<file path="src/rtl/core/mi_pkg.sv">
// shared types and constants for the modular inverse block
package mi_pkg;

   // width of the item fields on the ports
   localparam int FIELD_W = 32;
   // default operand width of the datapath
   localparam int DEF_WIDTH = 32;

   typedef struct packed {
      logic [FIELD_W-1:0] value;
      logic [FIELD_W-1:0] modulus;
   } req_type;

   typedef struct packed {
      logic [FIELD_W-1:0] inverse;
      logic               no_inverse;
   } rsp_type;

   typedef enum logic [1:0] {
      ST_IDLE,
      ST_DIVIDE,
      ST_UPDATE,
      ST_FINISH
   } state_type;

endpackage

</file>
<file path="src/rtl/core/modular_inverse_top.sv">
// modular inverse by the extended Euclidean algorithm, shared shift-subtract divider
// One item at a time: the value is reduced modulo the modulus, then Euclid quotient
// steps run until the remainder is zero, and one result item comes out with the
// inverse in [0, modulus) or the no-inverse flag (modulus zero, value a multiple of
// the modulus, or gcd above one; the inverse then reads 0). A modulus of one gives 1.
// All division goes through one restoring shift-subtract unit that retires one
// quotient bit per cycle and builds quotient times coefficient in the same pass,
// and each division is followed by one update step. A modulus of zero or one skips
// the division and goes straight to the finish state. req_ready is high only while
// the block is idle; a finished item waits in the output register and does not
// hold off the next input.
module modular_inverse_top #(
   parameter int WIDTH = mi_pkg::DEF_WIDTH
) (
   input  logic            clock,
   input  logic            reset,
   input  logic            req_valid,
   output logic            req_ready,
   input  mi_pkg::req_type req_data,
   output logic            rsp_valid,
   input  logic            rsp_ready,
   output mi_pkg::rsp_type rsp_data
);

   localparam int EXT_W = (WIDTH > mi_pkg::FIELD_W) ? WIDTH : mi_pkg::FIELD_W;
   localparam int CNT_W = $clog2(WIDTH);

   mi_pkg::state_type state_ff, state_in;

   logic [WIDTH-1:0] mod_ff, mod_in;
   logic [WIDTH-1:0] r_ff, r_in;
   logic [WIDTH-1:0] old_mag_ff, old_mag_in;
   logic [WIDTH-1:0] mag_ff, mag_in;
   logic             neg_ff, neg_in;
   logic             reduce_ff, reduce_in;
   logic [WIDTH-1:0] dvd_ff, dvd_in;
   logic [WIDTH-1:0] rem_ff, rem_in;
   logic [WIDTH-1:0] acc_ff, acc_in;
   logic [CNT_W-1:0] cnt_ff, cnt_in;
   logic [WIDTH-1:0] res_inv_ff, res_inv_in;
   logic             res_flag_ff, res_flag_in;
   logic             rsp_valid_ff, rsp_valid_in;
   mi_pkg::rsp_type  rsp_ff, rsp_in;

   logic [EXT_W-1:0] val_ext, mod_ext, inv_ext;
   logic [WIDTH-1:0] val_w, mod_w;
   logic [WIDTH:0]   rem_sh, diff;
   logic             qbit;

   // operands taken in their low WIDTH bits
   assign val_ext = EXT_W'(req_data.value);
   assign mod_ext = EXT_W'(req_data.modulus);
   assign val_w   = val_ext[WIDTH-1:0];
   assign mod_w   = mod_ext[WIDTH-1:0];
   assign inv_ext = EXT_W'(res_inv_ff);

   // shared shift-subtract step, divisor in r_ff
   assign rem_sh = {rem_ff, dvd_ff[WIDTH-1]};
   assign diff   = rem_sh - {1'b0, r_ff};
   assign qbit   = ~diff[WIDTH];

   assign req_ready = (state_ff == mi_pkg::ST_IDLE);
   assign rsp_valid = rsp_valid_ff;
   assign rsp_data  = rsp_ff;

   // sequencer and datapath next values
   always_comb begin
      state_in     = state_ff;
      mod_in       = mod_ff;
      r_in         = r_ff;
      old_mag_in   = old_mag_ff;
      mag_in       = mag_ff;
      neg_in       = neg_ff;
      reduce_in    = reduce_ff;
      dvd_in       = dvd_ff;
      rem_in       = rem_ff;
      acc_in       = acc_ff;
      cnt_in       = cnt_ff;
      res_inv_in   = res_inv_ff;
      res_flag_in  = res_flag_ff;
      rsp_in       = rsp_ff;
      rsp_valid_in = rsp_valid_ff && !rsp_ready;

      unique case (state_ff)
         mi_pkg::ST_IDLE: begin
            if (req_valid) begin
               mod_in    = mod_w;
               r_in      = mod_w;
               dvd_in    = val_w;
               rem_in    = '0;
               acc_in    = '0;
               cnt_in    = '0;
               reduce_in = 1'b1;
               if (mod_w == WIDTH'(1)) begin
                  res_inv_in  = WIDTH'(1);
                  res_flag_in = 1'b0;
                  state_in    = mi_pkg::ST_FINISH;
               end else if (mod_w == '0) begin
                  res_inv_in  = '0;
                  res_flag_in = 1'b1;
                  state_in    = mi_pkg::ST_FINISH;
               end else begin
                  state_in = mi_pkg::ST_DIVIDE;
               end
            end
         end

         mi_pkg::ST_DIVIDE: begin
            // one quotient bit per cycle, quotient times coefficient alongside
            rem_in = qbit ? diff[WIDTH-1:0] : rem_sh[WIDTH-1:0];
            dvd_in = {dvd_ff[WIDTH-2:0], 1'b0};
            acc_in = {acc_ff[WIDTH-2:0], 1'b0} + (qbit ? mag_ff : '0);
            cnt_in = cnt_ff + CNT_W'(1);
            if (cnt_ff == CNT_W'(WIDTH - 1)) begin
               state_in = mi_pkg::ST_UPDATE;
            end
         end

         mi_pkg::ST_UPDATE: begin
            rem_in = '0;
            acc_in = '0;
            cnt_in = '0;
            if (reduce_ff) begin
               // value reduced modulo the modulus
               reduce_in  = 1'b0;
               r_in       = rem_ff;
               old_mag_in = '0;
               mag_in     = WIDTH'(1);
               neg_in     = 1'b0;
               if (rem_ff != '0) begin
                  dvd_in   = mod_ff;
                  state_in = mi_pkg::ST_DIVIDE;
               end else begin
                  res_inv_in  = '0;
                  res_flag_in = 1'b1;
                  state_in    = mi_pkg::ST_FINISH;
               end
            end else begin
               // Euclid step: shift remainders and coefficients
               r_in       = rem_ff;
               old_mag_in = mag_ff;
               mag_in     = acc_ff + old_mag_ff;
               neg_in     = !neg_ff;
               if (rem_ff != '0) begin
                  dvd_in   = r_ff;
                  state_in = mi_pkg::ST_DIVIDE;
               end else begin
                  state_in = mi_pkg::ST_FINISH;
                  if (r_ff == WIDTH'(1)) begin
                     res_inv_in  = neg_ff ? (mod_ff - mag_ff) : mag_ff;
                     res_flag_in = 1'b0;
                  end else begin
                     res_inv_in  = '0;
                     res_flag_in = 1'b1;
                  end
               end
            end
         end

         mi_pkg::ST_FINISH: begin
            // hand the item to the output register once it is free
            if (!rsp_valid_ff || rsp_ready) begin
               rsp_in.inverse    = inv_ext[mi_pkg::FIELD_W-1:0];
               rsp_in.no_inverse = res_flag_ff;
               rsp_valid_in      = 1'b1;
               state_in          = mi_pkg::ST_IDLE;
            end
         end

         default: begin
            state_in = mi_pkg::ST_IDLE;
         end
      endcase
   end

   // control registers
   always_ff @(posedge clock) begin
      if (reset) begin
         state_ff     <= mi_pkg::ST_IDLE;
         rsp_valid_ff <= 1'b0;
      end else begin
         state_ff     <= state_in;
         rsp_valid_ff <= rsp_valid_in;
      end
   end

   // datapath registers
   always_ff @(posedge clock) begin
      mod_ff      <= mod_in;
      r_ff        <= r_in;
      old_mag_ff  <= old_mag_in;
      mag_ff      <= mag_in;
      neg_ff      <= neg_in;
      reduce_ff   <= reduce_in;
      dvd_ff      <= dvd_in;
      rem_ff      <= rem_in;
      acc_ff      <= acc_in;
      cnt_ff      <= cnt_in;
      res_inv_ff  <= res_inv_in;
      res_flag_ff <= res_flag_in;
      rsp_ff      <= rsp_in;
   end

   // divisor is never zero while dividing
   assert property (@(posedge clock) disable iff (reset)
      state_ff == mi_pkg::ST_DIVIDE |-> r_ff != '0)
      else $error("divide started with zero divisor");

   // partial remainder stays below the divisor
   assert property (@(posedge clock) disable iff (reset)
      state_ff == mi_pkg::ST_DIVIDE |-> rem_ff < r_ff)
      else $error("partial remainder not below divisor");

   // coefficient magnitude bounded by the modulus during Euclid steps
   assert property (@(posedge clock) disable iff (reset)
      (state_ff == mi_pkg::ST_DIVIDE && !reduce_ff) |-> mag_ff <= mod_ff)
      else $error("coefficient exceeds modulus");

   // flagged results carry a zero inverse
   assert property (@(posedge clock) disable iff (reset)
      (rsp_valid_ff && rsp_ff.no_inverse) |-> rsp_ff.inverse == '0)
      else $error("flagged result with nonzero inverse");

   // an accepted item always leaves the idle state
   assert property (@(posedge clock) disable iff (reset)
      (req_valid && req_ready) |=> state_ff != mi_pkg::ST_IDLE)
      else $error("accepted item not started");

endmodule
</file>
<file path="config.mk">
export PLATFORM = sky130hd
export DESIGN_NAME = modular_inverse_top
export DESIGN_NICKNAME = d
export VERILOG_FILES = /design/src/rtl/core/mi_pkg.sv /design/src/rtl/core/modular_inverse_top.sv
export SDC_FILE = /design/constraint.sdc
export NUM_CORES = 1
export LEC_CHECK = 0
export ABC_AREA = 1
export BUFFER_PORTS_ARGS = -buffer_cell sky130_fd_sc_hd__buf_4
export CAP_MARGIN = 20
export CORE_MARGIN = 1
export CORE_UTILIZATION = 45
export CTS_BUF_LIST = sky130_fd_sc_hd__clkbuf_8 sky130_fd_sc_hd__clkbuf_16
export CTS_CLUSTER_SIZE = 12
export DETAILED_ROUTE_END_ITERATION = 10
export HOLD_SLACK_MARGIN = 0.12
export SLEW_MARGIN = 10
export SYNTH_ARGS = -nofsm -noshare
export SYNTH_HDL_FRONTEND = slang
export SYNTH_SLANG_ARGS = --single-unit
</file>
<file path="constraint.sdc">
create_clock -name clock -period 5.45 [get_ports clock]
set_input_delay 1.3625 -clock clock [delete_from_list [all_inputs] [get_ports clock]]
set_output_delay 1.3625 -clock clock [all_outputs]
set_load 0.05 [all_outputs]
</file>
Word-level counts from Yosys, hierarchy flattened. Index checks and enable logic that the tools add are counted.

Register bits after elaboration: 300. Input bits: 68. Output and inout port bits: 35. Word-level logic and storage cells: 92.

$add $sub $neg: 5. Equal/unequal tests: 12. Muxes and demuxes: 42. Reductions and logical operators: 17.

Operators with widths (count): two-way mux 32 bit (16); one-hot mux 32 bit (3 select lines) (3); one-hot mux 32 bit (2 select lines) (2); adder 32 bit (2); equality test 32 x 1 -> 1 bit, second input constant (2); subtractor 33 x 32 -> 33 bit (1); zero test 32 bit (1); nonzero test 32 bit (1); subtractor 32 bit (1); one-hot mux 5 bit (3 select lines) (1); two-way mux 2 bit (6); two-way mux 1 bit (10); inequality test 2 bit, second input constant (5); one-hot mux 2 bit (4 select lines) (1); AND reduction 2 bit (4); AND reduction 3 bit (2); adder 5 x 1 -> 5 bit, second input constant (1); equality test 5 bit, second input constant (1); two-way mux 5 bit (1); equality test 2 bit, second input constant (2); one-hot mux 1 bit (2 select lines) (2); AND reduction 4 bit (1); zero test 1 bit (3); inequality test 3 x 1 -> 1 bit, second input constant (1); other kinds (6) (6).

Depth between registers and ports, before layout. Gate-level depths: netlist (run 1).

Word-level depth: 6. Mapped depth: 31. Gate-level depth less buffers: 30.

Least setup slack after synthesis (run 1). No wires, ideal clock.

Path kind: input-to-reg. Start point: input req_valid. End point: register acc_ff[0] (enable). Library setup time: 0.496 ns. Arrival: 4.313 ns. Required time: 4.954 ns. Slack: 0.641 ns. Cell stages on the path: 2. Path buffers: 0. Cell sequence: nor2_1 -> nor2_1.

Word-level cells in the longest chain between the ends: 2.

Ends and longest elaborated chain: start, declared (line modular_inverse_top.sv:17) `input logic req_valid,`; inequality test 2 bit (no source line); AND reduction 2 bit (no source line); end signal, assigned (line modular_inverse_top.sv:197) `acc_ff <= acc_in;`; end, declared (line modular_inverse_top.sv:38) `logic [WIDTH-1:0] acc_ff, acc_in;`.

Every way passes these cells. A chain may end at the register's enable or synchronous reset.

Worst setup path after layout (run 1).
Start point: register r_ff[0]. End point: register acc_ff[31] (data pin).

Word-level cells in the longest chain between the ends: 4.

Ends and longest elaborated chain: start, declared (line modular_inverse_top.sv:31) `logic [WIDTH-1:0] r_ff, r_in;`; start signal, assigned (line modular_inverse_top.sv:190) `r_ff <= r_in;`; subtractor 33 x 32 -> 33 bit (line modular_inverse_top.sv:59) `assign diff = rem_sh - {1'b0, r_ff};`; two-way mux 32 bit (line modular_inverse_top.sv:112) `acc_in = {acc_ff[WIDTH-2:0], 1'b0} + (qbit ? mag_ff : '0);`; adder 32 bit (line modular_inverse_top.sv:112); one-hot mux 32 bit (3 select lines) (line modular_inverse_top.sv:84) `unique case (state_ff)`.

Every way passes these cells.

==> results of run 1 <==
[registers in the layout, summed over array words and instances, names as in the netlist, 2 cells and up]
register    cells
acc_ff         32
cnt_ff          5
dvd_ff         32
inv_ext        32
mag_ff         32
mod_ff         32
old_mag_ff     32
r_ff           32
rem_ff         32
rsp_data       33
state_ff        2
[worst max-delay path, delay by kind of cell (launching register included)]
| kind | cells | cell delay [ns] |
|---|---|---|
| simple gates | 17 | 1.54 |
| compound gates | 3 | 0.56 |
| flops | 1 | 0.41 |
| buf+inv | 2 | 0.30 |
| fa+ha+maj | 4 | 1.27 |
[how the worst min path moves through the flow]
stage | end | slack [ns] | depth (start not counted)
3_5_place_dp | rsp_data[18]$_DFFE_PP_ | 0.40 | 0
5_1_grt | rsp_data[5]$_DFFE_PP_ | 0.42 | 0
3_3_place_gp | rsp_data[13]$_DFFE_PP_ | 0.40 | 0
4_1_cts | rsp_data[18]$_DFFE_PP_ | 0.42 | 0
2_1_floorplan | rsp_data[0]$_DFFE_PP_ | 0.40 | 0
6_report | rsp_data[18]$_DFFE_PP_ | 0.42 | 0
[metrics by stage]
| stage | cell area (um^2) | worst slack, ns | cells | hold WS, ns | utilization |
|---|---|---|---|---|---|
| final | 22200 | 1.08 | 3095 | 0.416 | 0.516 |
| after global placement | 21100 | 1.27 | 3031 | 0.401 | 0.489 |
| after global routing | 22200 | 0.642 | 3095 | 0.422 | 0.516 |
| after detailed placement | 21100 | 1.18 | 3031 | 0.405 | 0.489 |
| after floorplan | 19700 | 0.641 | 2388 | 0.400 | - |
| after CTS | 22200 | 1.14 | 3095 | 0.418 | 0.516 |
[where the power goes]
part / internal [W] / total (W) / leakage, nW / switching [W]
sequential: 0.00376 / 0.00428 / 2.94 / 0.000526
clock: 0.00145 / 0.00245 / 0.611 / 0.00100
combinational: 0.00235 / 0.00786 / 5.87 / 0.00551
total: 0.00756 / 0.0146 / 9.42 / 0.00704
[kinds of logic after synthesis]
group	after synthesis
simple gates	894
compound gates	659
buf+inv	359
flops	300
fa+ha+maj	134
xor+xnor	42
[metal layers]
metal | up-vias | track usage | share of wire
met5 | - | 0 | 0
met3 | 63 | 0.0415 | 0.080
met2 | 700 | 0.412 | 0.41
met4 | 0 | 0.0775 | 0.023
met1 | 8046 | 0.436 | 0.48
li1 | 8440 | - | -
[area by class of cell]
cell class / instances / area, um^2
repair buffers: 118 / 886
fillers: 4171 / 20800
well taps: 585 / 732
multi-input cells: 1729 / 9340
inverters: 299 / 1120
clock inverters: 28 / 285
flip-flops and latches: 300 / 8980
clock buffers: 36 / 901
[placed cells by master, fill, tap and decap left out, types with 3 or more instances in the layout]
cell / Yosys / final
nand2_1: 373 / 373
nor2_1: 340 / 337
a21oi_1: 336 / 335
inv_1: 291 / 299
edfxtp_1: 297 / 297
o21ai_0: 216 / 216
ha_1: 130 / 128
buf_4: 5 / 118
nand3_1: 83 / 83
clkbuf_16: 0 / 36
xor2_1: 29 / 29
nor4_1: 28 / 28
nor3_1: 26 / 26
o21ai_1: 22 / 22
nand4_1: 21 / 21
a21o_1: 18 / 18
o21a_1: 16 / 16
o21bai_1: 16 / 16
xnor2_1: 13 / 13
a21oi_2: 10 / 10
nand2_2: 8 / 8
clkinv_1: 2 / 7
a31oi_1: 7 / 7
inv_2: 5 / 6
bufinv_16: 0 / 5
fa_1: 4 / 4
clkinv_2: 0 / 4
nor2_4: 1 / 3
nor2_2: 2 / 3
o31ai_1: 3 / 3
dfxtp_1: 3 / 3
==> impl_results.md, run 1 <==
- Run status: finished clean
- Post-synth EDFFs: 297
- Avg Inst Size Synth: 8.23 um^2
- Vias in the first global route: 16,000
- Area leader, netlist: edfxtp_1
- Post-route clock period utilization: 0.802
- WL/cell: 20.3 um
- R2r setup slk: 1.08 ns
- Global-route wire length before repair: 94.8 mm
- Clock buffer depth: 3
- Setup TNS: 0 ns
- Post-synthesis sequential area ratio: 0.457
- Pin count of the biggest net entering global routing: 88
- Drt first pass iters: 6
- Post-synth top flop: edfxtp_1
- H-tree depth: 2
- Core area: 43,100 um^2
- Post-CTS resize count: 0
- Ys async rst share: 0
- Post-CTS Setup Bufs: 0
- Worst slew pin tran: 0.983 ns
- R2r endpoint: acc_ff[31]$_SDFFCE_PN0P_
- Layout cell share with drive strength beyond 1: 0.0837
- Seq cells post-synth: 300
- Crit path launch: r_ff[0]$_DFFE_PP_
- Drt total wl: 62.9 mm
- Final #Nets: 2,686
- P&R area growth vs syn: 13.1%
- Max-cap check violation count: 0
- Setup Skew: 0.0261 ns
- Critical path launch point type: flop
- GP Congestion: 0.974
- Final ANT Viol Nets: 0
- Max VDD drop: 333 uV
- Synth cell types: 53
- Initial core utilization: 0.457
- Root Buffer: clkbuf_16
- Via-to-Cell Ratio: 5.57
- CTS Sinks: 300
- Worst hold start: inv_ext[17]$_SDFFCE_PP0P_
- Worst-path clk slew: 0.06 ns
- Syn Inst Count: 2,388
- Vias post-DR: 17,200
- Remaining DRCs: 0
- Slew Limit Fails: 0
- Xor-xnor portion of the synthesized cell area: 0.0187
- Synth Area in Simple Gates: 0.188
- GR Overflow Total: 0
- HP Class: flop to flop
- Crit-path slowest cell: edfxtp_1
- FF-to-FF Start: r_ff[0]$_DFFE_PP_
- Cell Rows: 76
- Slew Limit Headroom: 0.343
- Yosys warnings: 0
- I/O pin count: 103
- Required @ worst endpoint: 5.75 ns
- Leakage power: 9.42 nW
- Final Hold Fails: 0
- Mux share of post-synthesis cell area: 0
- Gr usage total: 0.284
- Critical path endpoint: acc_ff[31]$_SDFFCE_PN0P_
- Syn_nets: 2,590
- Hold Buf Count CTS: 0
- Tot Pwr: 0.0146 W
- Clock buffer count from CTS: 36
- Synthesized cell area: 19,700 um^2
- Die area: 44,500 um^2
- Most numerous cell in the Yosys netlist: nand2_1
- Initial DRC count: 2,097
- Tmin final: 4.37 ns
- Port buffer count: 102
- Post-synth top area share: 0.454
- CP Class: flop to flop
- Crit-path max cell delay: 0.41 ns
- Max FO, Critical Path: 31
- Fmax: 229 MHz
- CP Capture Type: flop
- Commonest cells post-synth: 373 x nand2_1, 340 x nor2_1, 336 x a21oi_1
- Die H: 211 um
- Unrepaired setup endpoints after global routing: no
- Final setup viols: 0
- Power Dens Cells: 656 nW/um^2
- CTS tree: built
- Initial antenna violation count: 0
- Die Wd: 211 um
- Largest family of logic cells by synthesized area: simple AND/OR/NAND/NOR gates
- Reg2Reg Depth: 26
- Post-synthesis adder-cell area fraction: 0.0868
- Arrival @ worst endpoint: 4.67 ns
- DP HPWL: 49.2 mm
- Post-synthesis compound-gate area fraction: 0.179
- Ant diodes: 0
- Largest cells by area after synthesis: edfxtp_1 45%, a21oi_1 8.6%, ha_1 8.3%, nand2_1 7.1%, nor2_1 6.5%
- Worst skew pair latency: 0.57 ns
Note: power is estimated with default switching activity, not from simulation.
==> run 2: changes to the inputs <==
Settings changed: ABC_AREA 1 to 0.
Clock period 5.45 ns to 4.1 ns, I/O delays scaled along.
==> impl_results.md, run 2 <==
- Post-synth top area share: 0.469
- Tot Pwr: 0.0142 W
- Pin count of the biggest net entering global routing: 70
- Ant diodes: 0
- Critical path launch point type: flop
- Unrepaired setup endpoints after global routing: yes
- Avg Inst Size Synth: 10.2 um^2
- Fillers: 3,606
- Most numerous cell in the Yosys netlist: edfxtp_1
- Reg area: 8980 um^2
- Final Hold Fails: 0
- Core area: 41,300 um^2
- Worst slew pin tran: 0.959 ns
- Initial core utilization: 0.460
- Post-route clock period utilization: 1.20
- Fmax: 203 MHz
- Slew Limit Fails: 0
- WL/cell: 21.0 um
- Die Wd: 208 um
- Area of the multi-input gates: 9700 um^2
- GP Congestion: 0.935
- CP Capture Type: flop
- Post-synth EDFFs: 297
- HP Class: flop to flop
- Power Dens Cells: 601 nW/um^2
- P&R area growth vs syn: 24.5%
- Worst-path clk slew: 0.06 ns
- Largest cells by area after synthesis: edfxtp_1 47%, ha_1 8.6%, a21oi_1 5.6%, nor2_1 4.3%, mux2i_1 2.8%
- Max VDD drop: 330 uV
- CTS tree: built
- Run status: finished with violations
- Slew Limit Headroom: 0.359
- Root Buffer: clkbuf_16
- Via-to-Cell Ratio: 5.76
- Port buffer count: 102
- GR Overflow Total: 0
- I/O pin count: 103
- Max FO, Critical Path: 6
- Final ANT Viol Nets: 0
- CTS Sinks: 300
- Synth cell types: 74
- Seq cells post-synth: 300
- Worst skew pair latency: 0.55 ns
- Global-route wire length before repair: 87.6 mm
- Commonest cells post-synth: 297 x edfxtp_1, 220 x nor2_1, 211 x a21oi_1
- Gr usage total: 0.265
- Layout cell share with drive strength beyond 1: 0.242
- Ys async rst share: 0
- Post-synth top flop: edfxtp_1
- Max reg flops: 33
- Post-synthesis sequential area ratio: 0.472
- Commonest non-fill, non-tap cell in the layout: buf_4
- Syn Inst Count: 1,863
- Vias post-DR: 15,900
- Synthesized cell area: 19,000 um^2
- Post-route worst setup slack: -0.838 ns
- Yosys warnings: 0
- Drt total wl: 57.8 mm
- CP Class: flop to flop
- Max-cap check violation count: 0
- Tmin final: 4.94 ns
- Vias in the first global route: 15,500
- Setup Skew: 0.0182 ns
- Required @ worst endpoint: 4.39 ns
- Final #Nets: 2,404
- Remaining DRCs: 0
- Failing checks: setup timing
- Clock buffer depth: 3
- Drt first pass iters: 5
- Setup TNS: -15.01 ns
- H-tree depth: 2
- DP HPWL: 43.5 mm
- Cell Rows: 74
- Area leader, netlist: edfxtp_1
- Leakage power: 10.1 nW
- Clock buffer count from CTS: 36
- Final setup viols: 28
- Initial DRC count: 1,214
- Die H: 208 um
- Syn_nets: 2,065
- Initial antenna violation count: 0
- Most frequent cells in the layout: 369 x buf_4, 297 x edfxtp_1, 219 x nor2_1
- Arrival @ worst endpoint: 5.22 ns
- Die area: 43,100 um^2
## run 2: changes by cell type after synthesis, sizes merged, moves of 45 or more
| cell | delta |
|---|---|
| a21o | +45 |
| nand2 | -311 |
| nor2 | -122 |
| inv | -203 |
| a21oi | -136 |
| o21ai | -149 |
| mux2i | +54 |
## run 2: worst max-delay path, stage by stage, from the launching register on
cell and delay [ns]:
edfxtp_1 0.39, inv_2 0.09, ha_4 0.20, a211o_1 0.26, a21oi_2 0.12, o21ai_2 0.09
a221oi_4 0.33, a31oi_4 0.13, o41a_4 0.48, o31ai_4 0.29, buf_12 0.16, nor3_2 0.04
ha_2 0.18, fa_2 0.36, a21oi_2 0.17, o22ai_2 0.11, o211ai_1 0.16, buf_4 0.14
nand4_1 0.09, buf_6 0.16, a31o_2 0.20, a21o_1 0.16, a21oi_2 0.13, xor2_1 0.16
nor2_1 0.05
## run 2: timing repair
action                     4_1_cts  5_1_grt
setup endpoints to repair       26       28
pin swaps                       36       22
setup buffers                   14        9
resized for setup               33       15
hold buffers                     0        0
## run 2: cell type report
class                      instances  area share
sequential                       300       0.379
timing repair buffer             374       0.120
clock inverter                    24     0.00825
multi-input combinational       1393       0.410
clock buffer                      37      0.0391
tap                              532      0.0281
inverter                          97      0.0154
## run 2: kinds of logic after synthesis
kind of cell	after synthesis	synth area share
flip-flops	300	0.472
adder cells (fa/ha/maj)	134	0.0898
multiplexers	89	0.0492
AND/OR/NAND/NOR	583	0.149
XOR/XNOR	80	0.0369
AO/OA/AOI/OAI	507	0.168
buffers and inverters	170	0.0348
## run 2: routing by layer
layer | part of all wire | GRT usage | wire length (um) | up-vias
li1 | - | - | - | 7649
met1 | 0.44 | 0.354 | 25300 | 7617
met2 | 0.47 | 0.439 | 27000 | 519
met3 | 0.059 | 0.0354 | 3400 | 104
met4 | 0.037 | 0.0973 | 2140 | 0
met5 | 0 | 0 | 0 | -
## run 2: stage by stage
step                area [um^2]  setup slack (ns)  utilization  hold slack [ns]  instances
floorplan                 19100            -0.866            -            0.400       1863
global placement          22200             -1.08        0.537            0.401       2675
detailed placement        22200             -1.10        0.537            0.405       2675
finish                    23700            -0.838        0.573            0.414       2757
CTS                       23500            -0.845        0.570            0.419       2749
global route              23700             -1.08        0.573            0.422       2757
## run 2: report_power, final
group	internal (W)	switching, W
clock network	0.00182	0.00129
registers	0.00410	0.000308
logic	0.00293	0.00376
## run 2: final timing paths
path	start	end	slack (ns)	depth (start not counted)
worst max register to register	r_ff[13]$_DFFE_PP_	acc_ff[25]$_SDFFCE_PN0P_	-0.84	24
worst min register to register	inv_ext[2]$_SDFFCE_PP0P_	rsp_data[3]$_DFFE_PP_	0.41	0
worst min-delay path	inv_ext[2]$_SDFFCE_PP0P_	rsp_data[3]$_DFFE_PP_	0.41	0
worst max-delay path	r_ff[13]$_DFFE_PP_	acc_ff[25]$_SDFFCE_PN0P_	-0.84	24
